==> src/rtl/smrc_pkg.sv <==
package smrc_pkg;
	localparam logic [2:0] ACT_CONFIG  = 3'd0;
	localparam logic [2:0] ACT_SERVICE = 3'd1;
	localparam logic [2:0] ACT_POINT   = 3'd2;
	localparam logic [2:0] ACT_CLOSE   = 3'd3;
	localparam logic [2:0] ACT_OPEN    = 3'd4;
	localparam logic [2:0] ACT_TICK    = 3'd5;
	localparam logic [2:0] ACT_LIMIT   = 3'd6;

	localparam logic [15:0] DIR_PLUS  = 16'd1;
	localparam logic [15:0] DIR_MINUS = 16'd2;

	localparam logic REG_ACTIVE = 1'b0;
	localparam logic REG_PTIME  = 1'b1;

	typedef struct packed {
		logic [14:0] cur;
		logic [14:0] tgt;
		logic [15:0] step;
		logic [14:0] mainp;
		logic [14:0] sidep;
		logic        en;
		logic        svc;
		logic        msw;
		logic        osw;
		logic        bar;
	} chan_t;

	typedef struct packed {
		logic        start;
		logic [31:0] dividend;
		logic [15:0] divisor;
	} div_req_t;
endpackage

==> src/rtl/smrc_divider.sv <==
// Restoring divider, sign-magnitude, one quotient bit per cycle.
module smrc_divider
	import smrc_pkg::*;
(
	input  logic        clk,
	input  logic        arst_n,
	input  div_req_t    req,
	output logic        done,
	output logic [15:0] quotient
);
	logic [15:0] rem_q, quo_q, den_q;
	logic        neg_q, busy_q;
	logic [4:0]  cnt_q;
	logic [16:0] trial;

	assign trial = {rem_q, quo_q[15]} - {1'b0, den_q};

	always_ff @(posedge clk or negedge arst_n) begin
		if (!arst_n) begin
			busy_q <= 1'b0;
			done   <= 1'b0;
			cnt_q  <= '0;
		end else begin
			done <= 1'b0;
			if (req.start) begin
				busy_q <= 1'b1;
				cnt_q  <= 5'd16;
				neg_q  <= req.dividend[31];
				quo_q  <= req.dividend[31] ? 16'(-req.dividend) : req.dividend[15:0];
				rem_q  <= '0;
				den_q  <= req.divisor;
			end else if (busy_q) begin
				if (!trial[16]) begin
					rem_q <= trial[15:0];
					quo_q <= {quo_q[14:0], 1'b1};
				end else begin
					rem_q <= {rem_q[14:0], quo_q[15]};
					quo_q <= {quo_q[14:0], 1'b0};
				end
				cnt_q <= cnt_q - 5'd1;
				if (cnt_q == 5'd1) begin
					busy_q <= 1'b0;
					done   <= 1'b1;
				end
			end
		end
	end

	assign quotient = neg_q ? 16'(-quo_q) : quo_q;
endmodule

==> src/rtl/smrc_chan_ram.sv <==
// Channel table, one write and one registered read port.
module smrc_chan_ram
	import smrc_pkg::*;
#(
	parameter int CHANNELS = 16
) (
	input  logic                        clk,
	input  logic                        we,
	input  logic [$clog2(CHANNELS)-1:0] waddr,
	input  chan_t                       wdata,
	input  logic [$clog2(CHANNELS)-1:0] raddr,
	output chan_t                       rdata
);
	chan_t mem [CHANNELS];
	always_ff @(posedge clk) begin
		if (we) mem[waddr] <= wdata;
		rdata <= mem[raddr];
	end
endmodule

==> src/rtl/servo_move_ramp_controller.sv <==
// Channel   | Direction | Handshake
// in_*      | input     | in_valid / in_ready
// out_*     | output    | out_valid / out_ready
// cfg       | input     | cfg_we, no wait
// Each request is read from the channel RAM (registered read), modified and
// written back. Moves wait in ST_DIV for the divider before write-back.
// A tick walks the active channels one at a time, holding on out_ready.
// Reset clears the control registers and runs a clearing pass over every
// RAM entry before the first request is taken. A stalled result holds.
module servo_move_ramp_controller
	import smrc_pkg::*;
#(
	parameter int CHANNELS = 16,
	parameter int FRAME_MS = 20
) (
	input  logic        clk,
	input  logic        arst_n,
	input  logic        in_valid,
	output logic        in_ready,
	input  logic [2:0]  action,
	input  logic [3:0]  channel,
	input  logic [15:0] value,
	input  logic [14:0] side_value,
	input  logic        set_is_barrier,
	input  logic        main_switch,
	input  logic        other_switch,
	output logic        out_valid,
	input  logic        out_ready,
	output logic        kind,
	output logic [3:0]  out_channel,
	output logic [14:0] position,
	output logic        enabled,
	output logic [1:0]  limit_state,
	output logic        report_is_barrier,
	output logic        last,
	input  logic        cfg_we,
	input  logic [0:0]  cfg_index,
	input  logic [15:0] cfg_data
);
	localparam int AW = $clog2(CHANNELS) > 0 ? $clog2(CHANNELS) : 1;
	localparam logic [2:0] ST_CLR = 3'd0, ST_IDLE = 3'd1, ST_READ = 3'd2,
		ST_EXEC = 3'd3, ST_DIV = 3'd4, ST_OUT = 3'd5;
	// frames = time / FRAME_MS by reciprocal multiply, exact for 16-bit times
	localparam int FRAME_SH = 16 + $clog2(FRAME_MS);
	localparam logic [16:0] FRAME_RECIP =
		17'(((64'd1 << FRAME_SH) + 64'(FRAME_MS) - 64'd1) / 64'(FRAME_MS));

	logic [2:0]  state_q;
	logic [4:0]  active_q;
	logic [15:0] ptime_q;
	logic [6:0]  n_act;
	logic [AW-1:0] addr_q;
	logic [2:0]  act_q;
	logic [15:0] val_q;
	logic [14:0] side_q;
	logic        bar_q, msw_q, osw_q;
	chan_t       rd, ent_q, wd;
	logic        we;
	logic [AW-1:0] waddr;
	div_req_t    dreq;
	logic        ddone;
	logic [15:0] dquo;
	logic [14:0] mtgt_q;

	smrc_chan_ram #(.CHANNELS(CHANNELS)) u_ram (
		.clk, .we, .waddr, .wdata(wd), .raddr(addr_q), .rdata(rd));
	smrc_divider u_div (.clk, .arst_n, .req(dreq), .done(ddone), .quotient(dquo));

	assign n_act = (7'(active_q) > 7'(CHANNELS)) ? 7'(CHANNELS) : 7'(active_q);
	assign in_ready = (state_q == ST_IDLE);

	// move parameters from the entry just read
	logic [15:0] mtime;
	logic [14:0] mtgt;
	logic [15:0] frames;
	logic [39:0] fprod;
	always_comb begin
		mtgt  = (act_q == ACT_CLOSE || (act_q == ACT_POINT && val_q == DIR_MINUS)) ?
			rd.sidep : rd.mainp;
		mtime = (act_q == ACT_POINT) ? ptime_q : val_q;
		fprod = {24'b0, mtime} * {23'b0, FRAME_RECIP};
		frames = fprod[FRAME_SH +: 16];
		if (frames == 16'd0) frames = 16'd1;
	end

	// tick advance
	chan_t adv;
	logic [16:0] sum;
	always_comb begin
		adv = ent_q;
		sum = {2'b0, ent_q.cur} + {ent_q.step[15], ent_q.step};
		if (ent_q.cur != ent_q.tgt) begin
			if ((!ent_q.step[15] && sum >= {2'b0, ent_q.tgt}) ||
				(ent_q.step[15] && $signed(sum) <= $signed({2'b0, ent_q.tgt}))) begin
				adv.cur = ent_q.tgt;
				if (!ent_q.svc) adv.en = 1'b0;
			end else begin
				adv.cur = sum[14:0];
			end
		end
	end

	// sum compare above is exact: cur+step stays in 17-bit signed range
	always_comb begin
		dreq.start    = 1'b0;
		dreq.dividend = 32'(signed'({17'b0, mtgt}) - signed'({17'b0, rd.cur}));
		dreq.divisor  = frames;
		if (state_q == ST_EXEC &&
			(act_q == ACT_CLOSE || act_q == ACT_OPEN ||
			 (act_q == ACT_POINT && (val_q == DIR_PLUS || val_q == DIR_MINUS))))
			dreq.start = 1'b1;
	end

	always_ff @(posedge clk or negedge arst_n) begin
		if (!arst_n) begin
			state_q   <= ST_CLR;
			addr_q    <= '0;
			active_q  <= '0;
			ptime_q   <= 16'd1000;
			out_valid <= 1'b0;
		end else begin
			if (cfg_we) begin
				if (cfg_index == REG_ACTIVE) active_q <= cfg_data[4:0];
				else ptime_q <= cfg_data;
			end
			if (out_valid && out_ready) out_valid <= 1'b0;
			case (state_q)
				ST_CLR: begin
					addr_q <= addr_q + AW'(1);
					if (32'(addr_q) == CHANNELS - 1) begin
						addr_q  <= '0;
						state_q <= ST_IDLE;
					end
				end
				ST_IDLE: begin
					if (in_valid) begin
						act_q <= action; val_q <= value; side_q <= side_value;
						bar_q <= set_is_barrier; msw_q <= main_switch;
						osw_q <= other_switch;
						addr_q <= (action == ACT_TICK) ? '0 : AW'(channel);
						if (action == ACT_CONFIG)
							state_q <= (32'(channel) < CHANNELS) ? ST_READ : ST_IDLE;
						else if (action == ACT_TICK)
							state_q <= (n_act != 0) ? ST_READ : ST_IDLE;
						else
							state_q <= (7'(channel) < n_act) ? ST_READ : ST_IDLE;
					end
				end
				ST_READ: state_q <= ST_EXEC;
				ST_EXEC: begin
					ent_q  <= rd;
					mtgt_q <= mtgt;
					if (dreq.start) state_q <= ST_DIV;
					else if (act_q == ACT_TICK) state_q <= ST_OUT;
					else if (act_q == ACT_LIMIT &&
						(rd.msw != msw_q || rd.osw != osw_q)) state_q <= ST_OUT;
					else state_q <= ST_IDLE;
				end
				ST_DIV: if (ddone) state_q <= ST_IDLE;
				ST_OUT: begin
					if (!out_valid || out_ready) begin
						out_valid <= 1'b1;
						kind <= (act_q == ACT_LIMIT);
						out_channel <= 4'(addr_q);
						position <= wd.cur;
						enabled <= wd.en;
						limit_state <= {wd.osw, wd.msw};
						report_is_barrier <= wd.bar;
						last <= (act_q == ACT_LIMIT) || (7'(addr_q) + 7'd1 == n_act);
						if (act_q == ACT_TICK && 7'(addr_q) + 7'd1 != n_act) begin
							addr_q  <= addr_q + AW'(1);
							state_q <= ST_READ;
						end else state_q <= ST_IDLE;
					end
				end
				default: state_q <= ST_IDLE;
			endcase
		end
	end

	// write-back
	always_comb begin
		we    = 1'b0;
		waddr = addr_q;
		wd    = rd;
		case (state_q)
			ST_CLR: begin
				we = 1'b1;
				wd = '0;
			end
			ST_EXEC: begin
				case (act_q)
					ACT_CONFIG: begin
						we = 1'b1;
						wd.mainp = val_q[14:0]; wd.sidep = side_q;
						wd.cur = val_q[14:0]; wd.tgt = val_q[14:0];
						wd.step = '0; wd.en = 1'b1; wd.svc = 1'b0; wd.bar = bar_q;
					end
					ACT_SERVICE: begin
						we = 1'b1;
						wd.cur = val_q[15] ? 15'h7FFF : val_q[14:0];
						wd.tgt = wd.cur; wd.step = '0;
						wd.svc = 1'b1; wd.en = 1'b1;
					end
					default: ;
				endcase
			end
			ST_DIV: begin
				wd = ent_q;
				wd.step = dquo; wd.tgt = mtgt_q;
				wd.svc = 1'b0; wd.en = (dquo != 16'd0);
				we = ddone;
			end
			ST_OUT: begin
				if (act_q == ACT_TICK) wd = adv;
				else begin
					wd = ent_q;
					wd.msw = msw_q; wd.osw = osw_q;
					if ((msw_q || osw_q) && !ent_q.svc) begin
						wd.en = 1'b0; wd.tgt = ent_q.cur; wd.step = '0;
					end
				end
				we = (!out_valid || out_ready);
			end
			default: ;
		endcase
	end
endmodule
==> config.mk <==
export PLATFORM = sky130hd
export DESIGN_NAME = servo_move_ramp_controller
export DESIGN_NICKNAME = d
export VERILOG_FILES = /design/src/rtl/smrc_pkg.sv /design/src/rtl/smrc_divider.sv /design/src/rtl/smrc_chan_ram.sv /design/src/rtl/servo_move_ramp_controller.sv
export SDC_FILE = /design/constraint.sdc
export NUM_CORES = 2
export LEC_CHECK = 0
export ABC_AREA = 1
export BUFFER_PORTS_ARGS = -buffer_cell sky130_fd_sc_hd__buf_2
export CAP_MARGIN = 20
export CORE_MARGIN = 2
export CORE_UTILIZATION = 45
export CTS_CLUSTER_DIAMETER = 100
export CTS_CLUSTER_SIZE = 20
export DETAILED_ROUTE_END_ITERATION = 12
export GPL_TIMING_DRIVEN = 0
export MAX_ROUTING_LAYER = met4
export PLACE_DENSITY = 0.72
export SYNTH_ARGS = -nofsm -noshare
export SYNTH_HDL_FRONTEND = slang
export SYNTH_SLANG_ARGS = --single-unit
==> constraint.sdc <==
create_clock -name clk -period 8.1 [get_ports clk]
set_input_delay 0.81 -clock clk [delete_from_list [all_inputs] [get_ports clk]]
set_output_delay 0.81 -clock clk [all_outputs]
set_load 0.05 [all_outputs]
* Yosys cells after proc, flatten, opt, wreduce, memory -nomap -nowiden
Memories as Yosys holds them, arrays and structs flattened. A register that Yosys moved wholly into a read port is not among the register bits. Index checks and enable logic that the tools add are counted.
Word-level totals: bits in writable memories 1296, bits in registers 243, memories kept 1, output and inout bits 27
Operators by class: mux-type cells 61, multipliers 1, eq/ne operators 26, add/sub/neg operators 8, reductions and logical operators 39, $lt $le $gt $ge 4, bitwise logic cells 1
Memories:
- u_ram.mem | depth 16, bits a word 81, rd ports 1, clocked after memory_dff 1, write ports 1, RTL line smrc_chan_ram.sv:14 | chan_t mem [CHANNELS];
Operators by type and width (number):
- case mux 78 bit (4 select lines) | 1
- two-way mux 16 bit | 7
- case mux 46 bit (2 select lines) | 1
- two-way mux 81 bit | 1
- two-way mux 15 bit | 4
- multiplier 16 x 16 -> 32 bit, second input constant | 1
- negation 16 bit | 2
- two-way mux 31 bit | 1
- two-way mux 30 bit | 1
- two-way mux 3 bit | 7
- two-way mux 4 bit | 5
- two-way mux 1 bit | 19
- equality test 3 bit, second input constant | 6
- case mux 3 bit (6 select lines) | 1
- adder 16 x 16 -> 17 bit | 1
- >= comparator 17 x 15 -> 1 bit | 1
- <= comparator 17 x 16 -> 1 bit | 1
- subtractor 17 x 16 -> 17 bit | 1
- equality test 16 x 1 -> 1 bit, second input constant | 1
- equality test 16 x 2 -> 1 bit, second input constant | 1
- nonzero test 16 bit | 1
- subtractor 15 x 15 -> 16 bit | 1
- two-way mux 5 bit | 3
- inequality test 15 bit | 1
- other kinds (32) | 71

* Logic depth before layout (Yosys ltp)
word-level depth 8, mapped depth 33

* Modules after synthesis
A second synthesis with hierarchy kept.
Unflattened totals: cell total of the unflattened synthesis 8009, area, all modules 78584.1 sq um
By module, submodules not included:
- smrc_chan_ram | cells an instance 5319, instances 1, sequential area each 40538.9 sq um, area each 57322.5 sq um
- servo_move_ramp_controller | cells an instance 2097, instances 1, sequential area each 5477.8 sq um, area each 17027.6 sq um
- smrc_divider | cells an instance 593, instances 1, sequential area each 1646.6 sq um, area each 4234.1 sq um

* Least setup slack after synthesis
No wires, ideal clock.
path kind register to register, from reg act_q[1], to reg u_div.den_q[0], data pin, period minus slack after synthesis 6.032 ns, slack 2.068 ns, setup time 0.252 ns, data required time 7.848 ns, buffers on the path 3, arrival 5.780 ns, stages on the path, launching flop included 32, cells stage by stage edfxtp_1 buf_4 nand2_1 nor2_1 buf_4 clkbuf_1 o21ai_0 ha_1 ha_1 inv_1 fa_1 inv_1 fa_1 fa_1 inv_1 fa_1 inv_1 ha_1 nand2_1 nand2_1 nand3_1 nand3_1 a21oi_1 o21ai_0 nor2_1 nand3_1 nand2_1 nor2_1 nand2_1 nor2_1 nand2_1 nand2_1
Between the ends: word-level cells in the longest chain between the ends 4
RTL lines:
- start: declaration | RTL line servo_move_ramp_controller.sv:53 | logic [2:0] act_q;
- start signal: assignment | RTL line servo_move_ramp_controller.sv:137 | act_q <= action; val_q <= value; side_q <= side_value;
- equality test 3 x 2 -> 1 bit * | RTL line servo_move_ramp_controller.sv:80 | mtime = (act_q == ACT_POINT) ? ptime_q : val_q;
- two-way mux 16 bit * | RTL line servo_move_ramp_controller.sv:80
- multiplier 16 x 16 -> 32 bit * | RTL line servo_move_ramp_controller.sv:81 | fprod = {24'b0, mtime} * {23'b0, FRAME_RECIP};
- zero test 12 bit | RTL line servo_move_ramp_controller.sv:83 | if (frames == 16'd0) frames = 16'd1;
- end signal: assignment | RTL line smrc_divider.sv:31 | den_q <= req.divisor;
- end: declaration | RTL line smrc_divider.sv:11 | logic [15:0] rem_q, quo_q, den_q;
Every way passes the cells marked *; elsewhere a longest branch is shown, timed or not. A chain may end at the register's enable or synchronous reset.

* Worst setup path in the final report
from reg act_q[2], to reg u_div.den_q[0], data pin
The elaborated chain is that of the path after synthesis.

==> results.md <==
* Die height at 402 µm
* Synth Flop Type: edfxtp_1
* Clk_lat worst skew at ~750 ps
* Port Buf Inserts at 89
* Placed standard-cell area at 0.0761 mm²
* Mean Syn Cell Area at 11.7 µm²
* Root Buffer: clkbuf_16
* Dpl ws at 1100 ps
* Sequential fraction of the synthesis area at approximately 67%
* CTS tree: done
* Vias per Instance at around 6
* Critical Path Fanout Max at 10
* Drt drc at 0
* Max Slew Vio Count at 0
* Setup bufs post-CTS at 0
* Number of H-tree levels at 3
* Fraction of layout cells with a size suffix above 1 at about 6.6%
* Routed len/inst at 26.6 µm
* CP arrival at 7560 ps
* Synth-to-layout area growth at 10.9%
* Top post-synthesis cells by area: edfxtp_1 (63%), o21ai_0 (5.7%), nand2_1 (4.4%)
* Final Non-Filler Cells at 8535
* CP Capture Type: flop
* GRT Util Overall at 28.5%
* Die W at 402 µm
* Setup Skew at 42.4 ps
* PwrDens at 184 mW/mm²
* Grt ovf at 0
* Num CTS Buffers at 93
* Reg clk slew, reported paths at 90 ps
* # placed instances at 8353
* Sum Neg Setup Slack at 0 ps
* Detailed Routing Iterations Pass 1 at 8
* Max_slew headroom at 15.0%
* Post-synth top area cell: edfxtp_1
* Yosys warns at 0
* Maximum VDD drop at roughly 0.00016 V
* Core Area at 0.157 mm²
* Final worst-path cycle share at 87.3%
* PnR worst setup slack at 1030 ps
* Seq. cell area at between 0.04 and 0.05 mm²
* Power, Total at 14.5 mW
* Footprint of the multi-input gates at roughly 0.021 mm²
* Max Cap Violations at 0
* Leak pwr at 28.0 nW
* I/O Pins at 90
* Sink Count at 1616
* Final hold violations at 0
* Worst-margin pin slew at 1260 ps
* Post-synth top area share at 63.2%
* Status: completed
* Post-synth cell types at 65
* Post_cts resized at 0
* Flops & latches, synth at approximately 1600
* Clock buffer depth at 3
* Largest net degree at the start of global routing at 36
* Syn_nets at 6443
* Fmax at 141 MHz
* Final Setup Violations at 0
* DRT Wirelength at 227 mm
* Starting Density at 45.4%
* Post-route ant nets at 0
* Final Util at 50.4%
* # hold bufs at CTS at 0
* Post-DP HPWL at 166 mm
* FFs w/ async S/R, synth at between 2 and 2.5%
* Final Cell Area at 0.0789 mm²
* Req. time, crit path at 8590 ps
* Layout Nets at 6737
* EDFF count, synth at 1499
* Iteration-0 DRC Markers at ~8000
* RSZ-0062 raised after global routing: false
* R2r setup slk at 1030 ps
* Critical path type: reg2reg
* Minimum clock period at between 7000 and 8000 ps
* Vias at 51200
* Die area at 0.161 mm²
* Initial antenna violation count at 4
* Post-Syn Instances at 6102
* Num rows at approximately 150
* First-pass GRT wire length at between 300 and 400 mm
* Vias in the first global route at 48400
* Critical Path Start Type: flop
* RePlAce Congestion at 1.03
* FILL cells at 13500
* Syn Std Cell Area at 0.0712 mm²
* Hold Crit Class: in2async
* Min Hold Slack at 47.1 ps
-- area by class of cell --
type,instances,area share (%)
plain buffers,315,1.58
diodes,3,0.00951
repair buffers,199,2.78
clock inverters,12,0.238
inverters,414,1.97
flip-flops and latches,1616,60.2
multi-input cells,3757,26.6
clock buffers,161,3.30
well taps,2058,3.26
-- path summary, 6_finish.rpt --
check	from	to	depth (start not counted)
setup / recovery	act_q[2]	u_div.den_q[0]	27
min in group clk	set_is_barrier	bar_q	1
setup reg to reg	act_q[2]	u_div.den_q[0]	27
hold / removal	arst_n	addr_q[2]	1
max in group asynchronous	arst_n	ptime_q[7]	2
hold reg to reg	u_ram.rdata[30]	adv[30]	0
-- routing by layer --
| metal | GRT usage [%] | routed length [µm] | up-vias |
|---|---|---|---|
| li1 | - | - | 22400 |
| met4 | 13.7 | 12500 | 0 |
| met2 | 42.7 | 101000 | 3461 |
| met5 | - | 0 | - |
| met3 | 6.30 | 29000 | 558 |
| met1 | 36.9 | 84400 | 24800 |
-- placed cells by master (no fill, tap or decap), drive strengths merged, types with 16 or more instances in the layout --
cell,count
nor2,792
nand3,173
dfrtp,30
o22ai,329
xor2,53
edfxtp,1499
inv,417
buf,247
nand2,848
o21ai,828
clkbuf,428
nor3,35
xnor2,34
dfxtp,81
ha,195
nand4,151
fa,83
a21oi,128
o211ai,21
o221ai,16
-- power breakdown --
part	leakage, nW	internal, mW	switching (mW)	total (mW)
clock network	1.32	2.23	2.74	4.98
logic	12.1	0.201	0.354	0.555
registers	14.6	9.00	0.0128	9.01
total	28.0	11.4	3.11	14.5
-- cell usage after synthesis, types with 4 or more instances --
cell type	instances
o22ai_1	329
buf_4	4
mux2_2	10
nand4_1	151
dfxtp_1	81
nand2_1	829
xnor2_1	33
a21o_1	6
nor2_1	786
inv_2	14
dfstp_2	6
buf_1	19
edfxtp_1	1499
nand3b_1	8
o21ai_1	20
nand3_1	171
xor2_1	53
nor4_1	7
fa_1	83
o21bai_1	9
nor3_1	32
a21oi_1	125
o211ai_1	20
o221ai_1	16
dfrtp_1	30
nor2_2	5
inv_1	398
ha_1	195
o31ai_1	4
clkbuf_1	266
o21ai_0	808
nand2_2	16
buf_2	24
-- cells by family after synthesis --
family | share of synthesized area (%)
xor+xnor | 1.08
simple gates | 11.8
flops | 66.8
compound gates | 10.5
fa+ha+maj | 5.76
mux | 0.158
buf+inv | 3.93
-- flip-flops by register name, indices dropped and copies added, names as in the netlist, 16 cells and up --
signal and cells:
u_div.rem_q 16, u_ram.rdata 81, adv 65, u_ram.mem 1296, u_div.quo_q 16, ptime_q 16
ent_q 16, val_q 16
-- worst max-delay path, stage by stage (launching register included) --
cell and delay (ps):
edfxtp_1 460, inv_2 130, nand2_1 90, nor2_1 140, buf_4 220, clkbuf_1 430
o21ai_0 450, ha_1 530, fa_1 520, inv_1 60, fa_1 500, fa_1 500
inv_1 50, fa_1 450, fa_1 400, ha_1 370, inv_1 110, o21ai_0 120
a21boi_0 340, o21ai_0 200, a31oi_1 270, nand2_1 80, nand2_1 60, nand2_1 80
nand2_1 80, nor2_1 50, nand2_1 60, nand2_1 50
Note: power is estimated with default switching activity, not from simulation.
